File: src/design/crb_pkg.sv
package crb_pkg;

    localparam int LINE_MAX      = 50;
    localparam int PACKAGE_BYTES = 20;
    localparam int STORE_DEPTH   = 64;
    localparam int ADDR_W        = 6;
    localparam int CNT_W         = 5;
    localparam int SCAN_LIMIT    = STORE_DEPTH - 3;

    localparam logic [15:0] CRC_POLY = 16'h1021;
    localparam logic [7:0]  CH_STAR  = 8'h2A;
    localparam logic [7:0]  CH_LF    = 8'h0A;
    localparam logic [7:0]  CH_CR    = 8'h0D;
    localparam logic [6:0]  B64_PAD  = 7'd64;
    localparam logic [6:0]  B64_BAD  = 7'd127;

    localparam logic [1:0] ST_OK       = 2'd0;
    localparam logic [1:0] ST_NO_START = 2'd1;
    localparam logic [1:0] ST_CRC      = 2'd2;
    localparam logic [1:0] ST_DECODE   = 2'd3;

    typedef enum logic [3:0] {
        S_IDLE,
        S_TERM,
        S_CHK0,
        S_SCAN,
        S_CRC,
        S_VAL,
        S_DEC,
        S_COPY,
        S_OUT
    } state_t;

    // one crc byte step, eight shift/xor iterations
    function automatic logic [15:0] crc_step(input logic [15:0] crc, input logic [7:0] b);
        logic [15:0] c;
        c = crc ^ {b, 8'h00};
        for (int k = 0; k < 8; k++) begin
            if (c[15])
                c = {c[14:0], 1'b0} ^ CRC_POLY;
            else
                c = {c[14:0], 1'b0};
        end
        return c;
    endfunction

    // 0..63 for alphabet, pad code for '=', bad code otherwise
    function automatic logic [6:0] b64_value(input logic [7:0] c);
        logic [6:0] v;
        v = B64_BAD;
        if (c >= 8'h41 && c <= 8'h5A) v = 7'(c - 8'h41);
        else if (c >= 8'h61 && c <= 8'h7A) v = 7'(c - 8'h61 + 8'd26);
        else if (c >= 8'h30 && c <= 8'h39) v = 7'(c - 8'h30 + 8'd52);
        else if (c == 8'h2B) v = 7'd62;
        else if (c == 8'h2F) v = 7'd63;
        else if (c == 8'h3D) v = B64_PAD;
        return v;
    endfunction

endpackage

File: src/design/crb_ram.sv
module crb_ram #(
    parameter int WIDTH = 8,
    parameter int DEPTH = 64
) (
    input  logic                     clk,
    input  logic                     we,
    input  logic [$clog2(DEPTH)-1:0] waddr,
    input  logic [WIDTH-1:0]         wdata,
    input  logic [$clog2(DEPTH)-1:0] raddr,
    output logic [WIDTH-1:0]         rdata
);

    logic [WIDTH-1:0] mem [DEPTH];

    // write port and registered read port
    always_ff @(posedge clk)
    begin
        if (we)
            mem[waddr] <= wdata;
        rdata <= mem[raddr];
    end

endmodule

File: src/design/crc_checked_base64_frame_receiver.sv
// a data byte or carriage return leaves the input ready for the next byte
// a newline blocks the input while the line is checked and decoded and until the
//   result is taken, so lines go one at a time; early rejects are shorter
// throughput: one byte per cycle for data, held off during a newline or the store clear
// reset: control clears at once; the line store is then cleared by a pass over the
//   whole store after reset, during which no request is accepted
module crc_checked_base64_frame_receiver (
    input  logic         clk,
    input  logic         rst_n,
    input  logic         s_tvalid,
    output logic         s_tready,
    input  logic [7:0]   s_tdata,   // [7:0] in_byte
    output logic         m_tvalid,
    input  logic         m_tready,
    output logic [167:0] m_tdata    // [1:0] frame_status, [6:2] decoded_count,
                                    // [70:7] package_low, [134:71] package_middle,
                                    // [166:135] package_high, [167] zero
);
    import crb_pkg::*;

    state_t state_reg, state_next;
    logic [ADDR_W-1:0] wpos_reg, wpos_next;
    logic [ADDR_W:0]   idx_reg, idx_next;     // scan / walk index
    logic [ADDR_W:0]   end_reg, end_next;
    logic [15:0]       crc_reg, crc_next;
    logic [1:0]        pads_reg, pads_next;
    logic              bad_reg, bad_next;
    logic [23:0]       acc_reg, acc_next;
    logic [1:0]        qpos_reg, qpos_next;
    logic [CNT_W:0]    o_reg, o_next;
    logic [CNT_W:0]    out_reg, out_next;
    logic [1:0]        status_reg, status_next;
    logic [7:0]        tmp_reg [PACKAGE_BYTES];
    logic [7:0]        pkg_reg [PACKAGE_BYTES];
    logic              rd_pend_reg, rd_pend_next;
    logic              clr_reg, clr_next;
    logic [ADDR_W:0]   clr_cnt_reg;

    logic              we;
    logic [ADDR_W-1:0] waddr, raddr;
    logic [7:0]        wdata, rdata;
    logic              acc_in;
    logic [6:0]        bv;
    logic [ADDR_W:0]   n_text;
    logic              tmp_we, copy;
    logic [23:0]       acc_sh;

    crb_ram #(.WIDTH(8), .DEPTH(STORE_DEPTH)) u_store (
        .clk(clk), .we(we), .waddr(waddr), .wdata(wdata),
        .raddr(raddr), .rdata(rdata)
    );

    assign acc_in   = s_tvalid && s_tready;
    assign s_tready = (state_reg == S_IDLE) && !clr_reg;
    assign bv       = b64_value(rdata);
    assign n_text   = end_reg - 7'd1;
    assign acc_sh   = {acc_reg[17:0], ((bv == B64_PAD) ? 6'd0 : bv[5:0])};

    // result packing
    always_comb
    begin
        m_tdata      = '0;
        m_tdata[1:0] = status_reg;
        m_tdata[6:2] = out_reg[CNT_W-1:0];
        for (int i = 0; i < PACKAGE_BYTES; i++)
            m_tdata[7 + 8 * i +: 8] = pkg_reg[i];
    end

    // control registers
    always_ff @(posedge clk or negedge rst_n)
    begin
        if (!rst_n)
        begin
            state_reg   <= S_IDLE;
            wpos_reg    <= '0;
            rd_pend_reg <= 1'b0;
            clr_reg     <= 1'b1;
            clr_cnt_reg <= '0;
        end
        else
        begin
            state_reg   <= state_next;
            wpos_reg    <= wpos_next;
            rd_pend_reg <= rd_pend_next;
            clr_reg     <= clr_next;
            if (clr_reg)
                clr_cnt_reg <= clr_cnt_reg + 7'd1;
        end
    end

    // package store, reset to zero
    always_ff @(posedge clk or negedge rst_n)
    begin
        if (!rst_n)
        begin
            for (int i = 0; i < PACKAGE_BYTES; i++)
                pkg_reg[i] <= '0;
        end
        else if (copy)
        begin
            for (int i = 0; i < PACKAGE_BYTES; i++)
                if (CNT_W'(i) < out_reg[CNT_W-1:0] || out_reg[CNT_W])
                    pkg_reg[i] <= tmp_reg[i];
        end
    end

    // datapath registers
    always_ff @(posedge clk)
    begin
        idx_reg    <= idx_next;
        end_reg    <= end_next;
        crc_reg    <= crc_next;
        pads_reg   <= pads_next;
        bad_reg    <= bad_next;
        acc_reg    <= acc_next;
        qpos_reg   <= qpos_next;
        o_reg      <= o_next;
        out_reg    <= out_next;
        status_reg <= status_next;
        if (tmp_we)
            for (int k = 0; k < 3; k++)
                if (o_reg + 6'(k) < out_reg)
                    tmp_reg[CNT_W'(o_reg + 6'(k))] <= acc_sh[23 - 8 * k -: 8];
    end

    // sequencer: one store byte per cycle through the crc / base64 functions
    always_comb
    begin
        state_next   = state_reg;
        wpos_next    = wpos_reg;
        idx_next     = idx_reg;
        end_next     = end_reg;
        crc_next     = crc_reg;
        pads_next    = pads_reg;
        bad_next     = bad_reg;
        acc_next     = acc_reg;
        qpos_next    = qpos_reg;
        o_next       = o_reg;
        out_next     = out_reg;
        status_next  = status_reg;
        rd_pend_next = 1'b0;
        clr_next     = clr_reg && (clr_cnt_reg != 7'(STORE_DEPTH - 1));
        we           = 1'b0;
        waddr        = wpos_reg;
        wdata        = s_tdata;
        raddr        = idx_reg[ADDR_W-1:0];
        tmp_we       = 1'b0;
        copy         = 1'b0;
        m_tvalid     = 1'b0;
        if (clr_reg)
        begin
            we    = 1'b1;
            waddr = clr_cnt_reg[ADDR_W-1:0];
            wdata = '0;
        end
        case (state_reg)
            S_IDLE:
            begin
                if (acc_in && s_tdata == CH_LF)
                begin
                    we        = 1'b1;
                    wdata     = '0;
                    wpos_next = '0;
                    state_next = S_TERM;
                end
                else if (acc_in && s_tdata != CH_CR &&
                         wpos_reg < ADDR_W'(LINE_MAX - 1))
                begin
                    we        = 1'b1;
                    wpos_next = wpos_reg + 6'd1;
                end
            end
            S_TERM:
            begin
                raddr      = '0;
                state_next = S_CHK0;
            end
            S_CHK0:
            begin
                // rdata is byte 0
                crc_next = crc_step(16'h0000, rdata);
                if (rdata != CH_STAR)
                begin
                    status_next = ST_NO_START;
                    out_next    = '0;
                    state_next  = S_OUT;
                end
                else
                begin
                    idx_next     = 7'd1;
                    raddr        = 6'd1;
                    rd_pend_next = 1'b1;
                    state_next   = S_SCAN;
                end
            end
            S_SCAN:
            begin
                // rdata is byte idx; crc folds bytes as they pass
                if (idx_reg >= 7'(SCAN_LIMIT) || rdata == CH_STAR || rdata == 8'h00)
                begin
                    end_next   = idx_reg;
                    state_next = S_CRC;
                    crc_next   = crc_step(crc_reg, rdata);
                    idx_next   = idx_reg + 7'd1;
                    raddr      = 6'(idx_reg + 7'd1);
                end
                else
                begin
                    crc_next = crc_step(crc_reg, rdata);
                    idx_next = idx_reg + 7'd1;
                    raddr    = 6'(idx_reg + 7'd1);
                end
            end
            S_CRC:
            begin
                // two bytes after the end mark
                crc_next = crc_step(crc_reg, rdata);
                idx_next = idx_reg + 7'd1;
                raddr    = 6'(idx_reg + 7'd1);
                if (idx_reg == end_reg + 7'd2)
                begin
                    idx_next  = 7'd1;
                    raddr     = 6'd1;
                    pads_next = '0;
                    bad_next  = (n_text[1:0] != 2'b00);
                    state_next = S_VAL;
                    if (crc_next != 16'h0000)
                    begin
                        status_next = ST_CRC;
                        out_next    = '0;
                        state_next  = S_OUT;
                    end
                end
            end
            S_VAL:
            begin
                // rdata is byte idx; validity over text positions 1..end-1
                if (idx_reg >= end_reg)
                begin
                    out_next = 6'(({1'b0, n_text} >> 2) * 3) - 6'(pads_reg);
                    if (bad_reg || 6'(({1'b0, n_text} >> 2) * 3) - 6'(pads_reg)
                        > 6'(PACKAGE_BYTES))
                    begin
                        status_next = ST_DECODE;
                        out_next    = '0;
                        state_next  = S_OUT;
                    end
                    else
                    begin
                        idx_next   = 7'd1;
                        raddr      = 6'd1;
                        qpos_next  = '0;
                        o_next     = '0;
                        acc_next   = '0;
                        state_next = S_DEC;
                    end
                end
                else
                begin
                    if (bv == B64_BAD)
                        bad_next = 1'b1;
                    else if (bv == B64_PAD)
                    begin
                        if (idx_reg + 7'd1 < end_reg - 7'd1)
                            bad_next = 1'b1;
                        pads_next = pads_reg + 2'd1;
                    end
                    else if (pads_reg != 2'd0)
                        bad_next = 1'b1;
                    idx_next = idx_reg + 7'd1;
                    raddr    = 6'(idx_reg + 7'd1);
                end
            end
            S_DEC:
            begin
                // shift in sextets, emit up to three bytes per quantum
                if (idx_reg >= end_reg)
                begin
                    status_next = ST_OK;
                    state_next  = S_COPY;
                end
                else if (qpos_reg == 2'd3 && rd_pend_reg)
                begin
                    acc_next  = acc_sh;
                    tmp_we    = 1'b1;
                    o_next    = (o_reg + 6'd3 < out_reg) ? o_reg + 6'd3 : out_reg;
                    qpos_next = 2'd0;
                    idx_next  = idx_reg + 7'd1;
                    raddr     = 6'(idx_reg + 7'd1);
                    rd_pend_next = 1'b1;
                end
                else
                begin
                    acc_next  = acc_sh;
                    qpos_next = qpos_reg + 2'd1;
                    idx_next  = idx_reg + 7'd1;
                    raddr     = 6'(idx_reg + 7'd1);
                    rd_pend_next = 1'b1;
                end
            end
            S_COPY:
            begin
                copy       = 1'b1;
                state_next = S_OUT;
            end
            S_OUT:
            begin
                m_tvalid = 1'b1;
                if (m_tready)
                    state_next = S_IDLE;
            end
            default:
            begin
                state_next = S_IDLE;
            end
        endcase
    end

    // result held until taken
    a_out_hold: assert property (@(posedge clk) disable iff (!rst_n)
        m_tvalid && !m_tready |=> m_tvalid && $stable(m_tdata));

    // input and result never open together
    a_one_side: assert property (@(posedge clk) disable iff (!rst_n)
        !(s_tready && m_tvalid));

    // no request during the clearing pass
    a_clear_busy: assert property (@(posedge clk) disable iff (!rst_n)
        clr_reg |-> !s_tready);

    // count bounded by the package size
    a_count_range: assert property (@(posedge clk) disable iff (!rst_n)
        m_tvalid |-> m_tdata[6:2] <= 5'(PACKAGE_BYTES));

    // rejected frames report no bytes
    a_reject_zero: assert property (@(posedge clk) disable iff (!rst_n)
        m_tvalid && m_tdata[1:0] != ST_OK |-> m_tdata[6:2] == 5'd0);

endmodule

File: config.mk
export PLATFORM = sky130hd
export DESIGN_NAME = crc_checked_base64_frame_receiver
export DESIGN_NICKNAME = d
export VERILOG_FILES = /design/src/design/crb_pkg.sv /design/src/design/crb_ram.sv /design/src/design/crc_checked_base64_frame_receiver.sv
export SDC_FILE = /design/constraint.sdc
export NUM_CORES = 1
export LEC_CHECK = 0
export ABC_AREA = 1
export BUFFER_PORTS_ARGS = -buffer_cell sky130_fd_sc_hd__buf_2
export CAP_MARGIN = 10
export CORE_UTILIZATION = 30
export CTS_BUF_LIST = sky130_fd_sc_hd__clkbuf_4
export DETAILED_ROUTE_END_ITERATION = 10
export GPL_ROUTABILITY_DRIVEN = 0
export GPL_TIMING_DRIVEN = 0
export SLEW_MARGIN = 20
export SYNTH_ARGS = -nofsm -noshare
export SYNTH_HDL_FRONTEND = slang
export SYNTH_HIERARCHICAL = 1
export SYNTH_SLANG_ARGS = --single-unit
File: constraint.sdc
create_clock -name clk -period 9.5 [get_ports clk]
set_input_delay 0.95 -clock clk [delete_from_list [all_inputs] [get_ports clk]]
set_output_delay 0.95 -clock clk [all_outputs]
set_load 0.02 [all_outputs]
# [Word-level counts from Yosys, hierarchy flattened]
# Memories as Yosys holds them, arrays and structs flattened. A register that Yosys moved wholly into a read port is not among the register bits.
# Index checks and enable logic that the tools add are counted.
[totals] mem_bits_rw=672 mem_bits_ro=0 latchBits=0 input_bits=12 ff_bits=86 mem_count=2
[mem_list] memory="u_store.mem" words=64 word_bits=8 rd=1 rd_clocked_by_memory_dff=1 write_ports=1 line_no="crb_ram.sv:13" rtl="logic [WIDTH-1:0] mem [DEPTH];"
[mem_list] memory="tmp_reg" words=20 word_bits=8 rd=20 rd_clocked_by_memory_dff=20 write_ports=3 line_no="crc_checked_base64_frame_receiver.sv:33" rtl="logic [7:0] tmp_reg [PACKAGE_BYTES];"
[classes] n_mux=173 n_eq_ne=39 n_bitwise=31 n_shift=0 div_mod_pow=0 reduce_logical=96 n_mul=1 order_cmp=35 n_addsub=16
[ops] op="$mux W16" count=44
[ops] op="$mux W13" count=30
[ops] op="$mux W6" count=20
[ops] op="$not A3 Y3" count=30
[ops] op="$mux W7" count=10
[ops] op="$mux W18" count=3
[ops] op="$pmux W16 S3" count=1
[ops] op="$reduce_and A2 Y1" count=22
[ops] op="$lt A4 B5 Y1 const A" count=8
[ops] op="$mux W4" count=9
[ops] op="$pmux W18 S2" count=1
[ops] op="$pmux W4 S9" count=1
[ops] op="$pmux W6 S6" count=1
[ops] op="$pmux W7 S5" count=1
[ops] op="$eq A8 B6 Y1 const B" count=4
[ops] op="$ne A2 B2 Y1 const B" count=15
[ops] op="$mux W1" count=28
[ops] op="$mux W2" count=14
[ops] op="$lt A6 B6 Y1" count=4
[ops] op="$mux W8" count=3
[ops] op="$logic_or A1 B1 Y1" count=23
[ops] op="$logic_not A1 Y1" count=21
[ops] op="$lt A3 B5 Y1 const A" count=4
[ops] op="$lt A5 B5 Y1 const A" count=4
[ops] op="other kinds (55)" count=90

# [Depth between registers and ports, before layout]
# Gate-level depths: netlist of the first run.
[depth] word_depth=33 ltp_mapped=31

# [By module]
# The synthesis of the first run kept the hierarchy.
[by_module_without_submodules] module="crc_checked_base64_frame_receiver" cells_each=2782 seq_area_each_um2=11297.1 n_inst=1 area_per_inst_um2=23453.7
[by_module_without_submodules] module="crb_ram" cells_each=1806 seq_area_each_um2=15534.9 n_inst=1 area_per_inst_um2=21296.7

# [Worst setup path after synthesis of the first run]
# Ideal clock, no wire load.
[synth_path] path_kind="register to register" from="reg end_reg[2]" to="reg u_store.rdata[3] (read register of u_store.mem)" setup_ps=113 path_slack_ps=5280 arrival_time_ps=4107 required_ps=9387 stages_incl_launch_ff=31 cell_sequence="edfxtp_1 > inv_1 > ha_1 > nand2_1 > nand2_1 > xor2_1 > fa_1 > inv_1 > ha_1 > inv_1 > fa_1 > o21ai_0 > xor2_1 > nand3_1 > inv_1 > nand2_1 > nand3_1 > a21oi_1 > nor2_1 > buf_6 > inv_6 > buf_8 > buf_4 > nand2_1 > nand3_1 > nand3_1 > nand2_1 > nand2_1 > nand3_1 > nand3_1 > nand2_1"
[synth_between] elab_chain_len=8
[synth_rtl] item="from (decl)" line_no="crc_checked_base64_frame_receiver.sv:24" rtl="logic [ADDR_W:0] end_reg, end_next;"
[synth_rtl] item="from (signal assigned)" line_no="crc_checked_base64_frame_receiver.sv:111" rtl="end_reg <= end_next;"
[synth_rtl] item="$sub A7 B1 Y7" line_no="crc_checked_base64_frame_receiver.sv:56" rtl="assign n_text = end_reg - 7'd1;"
[synth_rtl] item="$mul A5 B2 Y6" line_no="crc_checked_base64_frame_receiver.sv:241" rtl="if (bad_reg || 6'(({1'b0, n_text} >> 2) * 3) - 6'(pads_reg)"
[synth_rtl] item="$sub A6 B2 Y6" line_no="crc_checked_base64_frame_receiver.sv:241"
[synth_rtl] item="$gt A6 B5 Y1" line_no="crc_checked_base64_frame_receiver.sv:242" rtl="> 6'(PACKAGE_BYTES))"
[synth_rtl] item="$logic_or A1 B1 Y1" line_no="crc_checked_base64_frame_receiver.sv:241"
[synth_rtl] item="$mux W6" line_no="crc_checked_base64_frame_receiver.sv:241"
[synth_rtl] item="$mux W6" line_no="crc_checked_base64_frame_receiver.sv:238" rtl="if (idx_reg >= end_reg)"
[synth_rtl] item="$pmux W6 S6 (*)" line_no="crc_checked_base64_frame_receiver.sv:156" rtl="case (state_reg)"
[synth_rtl] item="net raddr[0]" line_no="crc_checked_base64_frame_receiver.sv:40" rtl="logic [ADDR_W-1:0] waddr, raddr;"
[synth_rtl] item="to (decl)" line_no="crb_ram.sv:10" rtl="output logic [WIDTH-1:0] rdata"
# The timed path passes the listed nets; every way through them passes the cells marked *.
# A chain may end at the register's enable or synchronous reset.

# [Final worst setup path of the first run]
[layout_path] from="reg end_reg[2]" to="reg u_store.rdata[2] (read register of u_store.mem)"
# Same word-level chain as after synthesis.

==> results of run 1 <==
==> power groups by stage <==
stage | clock, W | combinational (W) | sequential (W)
2_1_floorplan | 0 | 0.00463 | 0.00540
5_1_grt | 0.00370 | 0.00845 | 0.00512
3_5_place_dp | 0 | 0.00773 | 0.00516
4_1_cts | 0.00351 | 0.00775 | 0.00507
3_3_place_gp | 0 | 0.00761 | 0.00515
6_report | 0.00340 | 0.00788 | 0.00507
==> final timing paths <==
path                            slack (ns)                           end                startpoint  depth (start not counted)
worst min-delay path                  0.21       m_tdata[55]$_DFFE_PN0P_                     rst_n                          2
worst min register to register        0.45      m_tdata[149]$_DFFE_PN0P_  tmp_reg[17][6]$_DFFE_PP_                          2
worst max-delay path                  3.67      u_store/rdata[2]$_DFF_P_      end_reg[2]$_DFFE_PP_                         26
max in group asynchronous             8.49      m_tdata[109]$_DFFE_PN0P_                     rst_n                          3
min in group clk                      0.22  u_store/mem[36][0]$_DFFE_PP_                s_tdata[0]                          3
worst max register to register        3.67      u_store/rdata[2]$_DFF_P_      end_reg[2]$_DFFE_PP_                         26
==> layer usage <==
metal	wire length [um]	share of wire
met5	0	0
met4	6000	0.044
met3	12100	0.088
met2	63300	0.46
met1	56100	0.41
==> cell type report <==
cell class                      count  area (um^2)
Antenna cell                        7         17.5
Clock inverter                     61          400
Fill cell                       15000        96100
Clock buffer                      348         2610
Inverter                          210          798
Buffer                            214         1220
Sequential cell                   926        26800
Multi-Input combinational cell   3239        16000
Tap cell                         1930         2410
Timing Repair Buffer              210         1460
==> kinds of logic after synthesis <==
kind of cell / count (synthesis) / share of synthesized area
simple gates: 2835 / 0.269
flops: 926 / 0.600
buf+inv: 424 / 0.0451
mux: 136 / 0.0349
compound gates: 134 / 0.0192
fa+ha+maj: 74 / 0.0210
xor+xnor: 58 / 0.0114
other cells: 1 / 0.0000838
==> cells in the final DEF (no fill, tap or decap), types with 25 or more instances in the layout <==
cell	n
nand3_1	681
clkinv_1	40
o21ai_0	57
dfrtp_1	178
a21oi_1	43
xor2_1	45
edfxtp_1	739
nor3_1	25
nand2_1	1820
ha_1	72
inv_2	34
buf_2	254
inv_1	169
clkbuf_1	72
mux2_2	128
buf_4	37
nor2_1	198
clkbuf_4	348
==> through the flow <==
step | setup slack, ns | util
finish | 3.67 | 0.350
global route | 3.27 | 0.350
CTS | 3.87 | 0.350
detailed placement | 3.91 | 0.330
global placement | 3.03 | 0.325
floorplan | 5.28 | -
==> what timing repair did <==
action | in CTS | in global routing
hold buffers | 1 | 0
setup buffers | 0 | 0
endpoints found under the setup margin | 0 | 0
endpoints found under the hold margin | 178 | 0
==> run summary, run 1 <==
Crit end category: flop
Hold Vio Cnt, Final: 0
Post-Synthesis Cells: 4588
WL final: 137000 um
Sw Share: 0.457
Max Fclk: 172 MHz
Pre-antenna DRT Iters: 9
Kind of cell adding the most delay to the critical path: simple AND/OR/NAND/NOR gates
Synth top cells by count: nand2_1, edfxtp_1, nand3_1, nor2_1, dfrtp_1
TritonCTS Buffers: 233
Port Buffers: 180
CTS Buffer Depth: 3
Actual slew at the worst max-slew pin: 1.23 ns
Via density: 4.92
Worst skew pair latency: 1.21 ns
Post-route setup TNS: 0 ns
Row count: 141
Vias: 35200
CP peak stage delay: 0.62 ns
Vias in the first global route: 33300
Die area: 151000 um^2
Post-CTS resize count: 0
#FFs+latches synth: 926
Initial antenna violation count: 4
Width of the die: 388 um
Area share of the largest cell type after synthesis: 0.496
Finished Layout Cells: 7145
Largest cells by area after synthesis: edfxtp_1, nand2_1, dfrtp_1, nand3_1, mux2_2
Max cap viols: 0
Final setup vio count: 0
DP Area: 48700 um^2
Post-route ant nets: 0
P_sw: 0.00746 W
Met1 Usage GRT: 0.230
Number of flops mapped to enable cells by yosys: 739
Logic pwr share: 0.482
Layout cell share with drive strength beyond 1: 0.189
Fin crit period: 5.83 ns
Max reg flops: 512
Syn avg cell area: 9.75 um^2
Post-route cell area: 51800 um^2
Max FO, Critical Path: 10
# H-tree levels: 4
Most frequent cell after synthesis: nand2_1
Die height: 388 um
Yosys warning count: 6
Total power: 0.0163 W
Post-synth cell types: 56
Worst ir drop on vdd: 0.204 mV
Initial Utilization: 0.303
Layer with the highest usage: met2
Min-delay worst type: in -> async
Routed len/inst: 19.2 um
First-pass GRT wire length: 204000 um
Clk pwr share: 0.208
Nets@finish: 5120
Clock slew at reported path FFs: 0.07 ns
Crit start category: flop
Ports: 182
Initial DRC count: 3910
RSZ-0062 raised after global routing: no
CTS tree: built
Root Buffer: clkbuf_4
Routing usage on met3: 0.0334
Register area share after synthesis: 0.600
Worst EP required: 10.58 ns
WP data arrival: 6.91 ns
All-Layer GR Usage: 0.178
Synth Flop Type: edfxtp_1
Largest net degree at the start of global routing: 98
Overflow after GRT: 0
Hold_ws: 0.215 ns
Fin Clk Skew: 0.0919 ns
Max-slew headroom: 0.168
Slowest-stage cell, CP: buf_1
Cell Area, Synth: 44800 um^2
Status: complete, no violations
DP HPWL: 99000 um
Final period utilization: 0.613
FFs w/ async S/R, synth: 0.193
Placeable Area: 148000 um^2
Max Slew Vio Count: 0
Pleak: 22.5 nW
Area leader, netlist: edfxtp_1
CP most frequent cell: nand2_1
Crit Path Class: reg -> reg
CTS sink cnt: 926
Internal cell power: 0.00888 W
CP bufs+invs: 5
Number of cells after detailed placement: 6728
Met2 Use GR: 0.285
Area delta synth->final: 15.7%
Flop pwr share: 0.310
DRC Markers: 0
Power density cells: 316 nW/um^2
Note: power is estimated with default switching activity, not from simulation.
==> inputs of run 2 (changes only) <==
- clock period: 9.5 -> 6.04 ns (I/O delays scaled with it)
==> run summary, run 2 (synthesis gave the netlist of run 1 again) <==
Most common cell after layout, fill and taps aside: nand2_1
Status: complete, no violations
Die height: 388 um
Max cap viols: 0
Area delta synth->final: 16.1%
Layout cell share with drive strength beyond 1: 0.190
Critical R2R Launch: end_reg[2]$_DFFE_PP_
Worst skew pair latency: 1.21 ns
Ports: 182
First-pass GRT wire length: 205000 um
Max reg flops: 512
CTS sink cnt: 926
Crit. Startpoint: end_reg[2]$_DFFE_PP_
Width of the die: 388 um
Clock slew at reported path FFs: 0.07 ns
Actual slew at the worst max-slew pin: 1.25 ns
Vias in the first global route: 33400
HP Start: s_tdata[2]
Largest net degree at the start of global routing: 98
Crit end category: flop
Fill count: 14900
Fin Clk Skew: 0.0914 ns
Row count: 141
Reg-to-reg endpoint: u_store/rdata[2]$_DFF_P_
Max FO, Critical Path: 10
Cells on worst reg2reg path: 29
Min-delay worst type: in -> reg
Total power: 0.0257 W
Max-slew headroom: 0.156
Worst EP required: 7.12 ns
Finished Layout Cells: 7163
Hold Vio Cnt, Final: 0
DRC Markers: 0
Max Fclk: 178 MHz
DP HPWL: 99000 um
Fin crit period: 5.61 ns
Slowest-stage cell, CP: edfxtp_1
Post-route cell area: 52000 um^2
Crit start category: flop
Post-CTS Setup Repair Bufs: 0
Setup slack, reg-to-reg: 0.43 ns
All-Layer GR Usage: 0.178
Placeable Area: 148000 um^2
Hold path depth: 4
Root Buffer: clkbuf_4
CP peak stage delay: 0.45 ns
Max Slew Vio Count: 0
Power density cells: 496 nW/um^2
Initial Utilization: 0.303
Final setup vio count: 0
Post-route ant nets: 0
Die area: 151000 um^2
TritonCTS Buffers: 233
Pre-antenna DRT Iters: 7
CP most frequent cell: nand2_1
Final period utilization: 0.930
Number of cells after detailed placement: 6728
Worst ir drop on vdd: 0.326 mV
# H-tree levels: 4
DP Area: 48700 um^2
CTS Buffer Depth: 3
Nets@finish: 5138
Initial antenna violation count: 4
WP data arrival: 6.69 ns
Port Buffers: 180
Initial DRC count: 3873
Vias: 35300
Via density: 4.93
RSZ-0062 raised after global routing: no
WL final: 138000 um
Final core utilization: 0.351
Crit Path Class: reg -> reg
Most frequent cells in the layout: nand2_1, edfxtp_1, nand3_1
Routed len/inst: 19.2 um
CTS tree: built
Worst Hold End: u_store/mem[53][2]$_DFFE_PP_
Pleak: 22.6 nW
Overflow after GRT: 0
run 2: report_power, final:
group          total (W)  internal, W  switching (W)
combinational     0.0124      0.00366        0.00877
sequential       0.00798      0.00760       0.000374
clock            0.00534      0.00274        0.00261
total             0.0257       0.0140         0.0117
run 2: area by class of cell:
cell class                      instances  area (um^2)  share of cell area
Clock buffer                          348         2610              0.0503
Inverter                              210          798              0.0154
Clock inverter                         61          400             0.00771
Multi-Input combinational cell       3239        16000               0.308
Tap cell                             1930         2410              0.0465
Sequential cell                       926        26800               0.516
Buffer                                214         1230              0.0237
Antenna cell                            7         17.5            0.000337
Timing Repair Buffer                  228         1630              0.0314
run 2: timing repair:
item | in CTS | in global routing
hold buffers | 19 | 0
resized for setup | 0 | 11
setup endpoints to repair | 0 | 7
hold endpoints to repair | 521 | 0
run 2: stage by stage:
step                      TNS, ns  hold WS, ns  worst slack (ns)
after CTS                       0        0.239             0.414
after global placement     -13.22        0.437            -0.218
after detailed placement        0        0.444             0.448
after floorplan                 0        0.308              1.82
after global routing            0        0.353            0.0418
final                           0        0.442             0.425
run 2: how the worst max path moves through the flow:
stage               cells past startpoint                           end  slack, ns
CTS                                    26      u_store/rdata[2]$_DFF_P_       0.41
global route                           30      u_store/rdata[2]$_DFF_P_       0.04
floorplan                              30      u_store/rdata[3]$_DFF_P_       1.82
global placement                        6  u_store/mem[31][3]$_DFFE_PP_      -0.22
detailed placement                     26      u_store/rdata[0]$_DFF_P_       0.45
finish                                 29      u_store/rdata[2]$_DFF_P_       0.43
run 2: worst max-delay path, delay by kind of cell, from the launching register on:
family	cells	cell delay (ns)
AO/OA/AOI/OAI	2	0.31
XOR/XNOR	2	0.39
adder cells (fa/ha/maj)	4	1.17
buffers and inverters	7	1.09
flip-flops	1	0.45
AND/OR/NAND/NOR	14	2.07
run 2: per-layer routing:
| layer | global-route usage | part of all wire | wire [um] | vias up |
|---|---|---|---|---|
| met5 | 0 | 0 | 0 | - |
| met4 | 0.0859 | 0.042 | 5780 | 0 |
| met3 | 0.0334 | 0.089 | 12300 | 385 |
| met2 | 0.286 | 0.46 | 63800 | 1933 |
| met1 | 0.231 | 0.41 | 55900 | 16500 |
| li1 | - | - | - | 16500 |
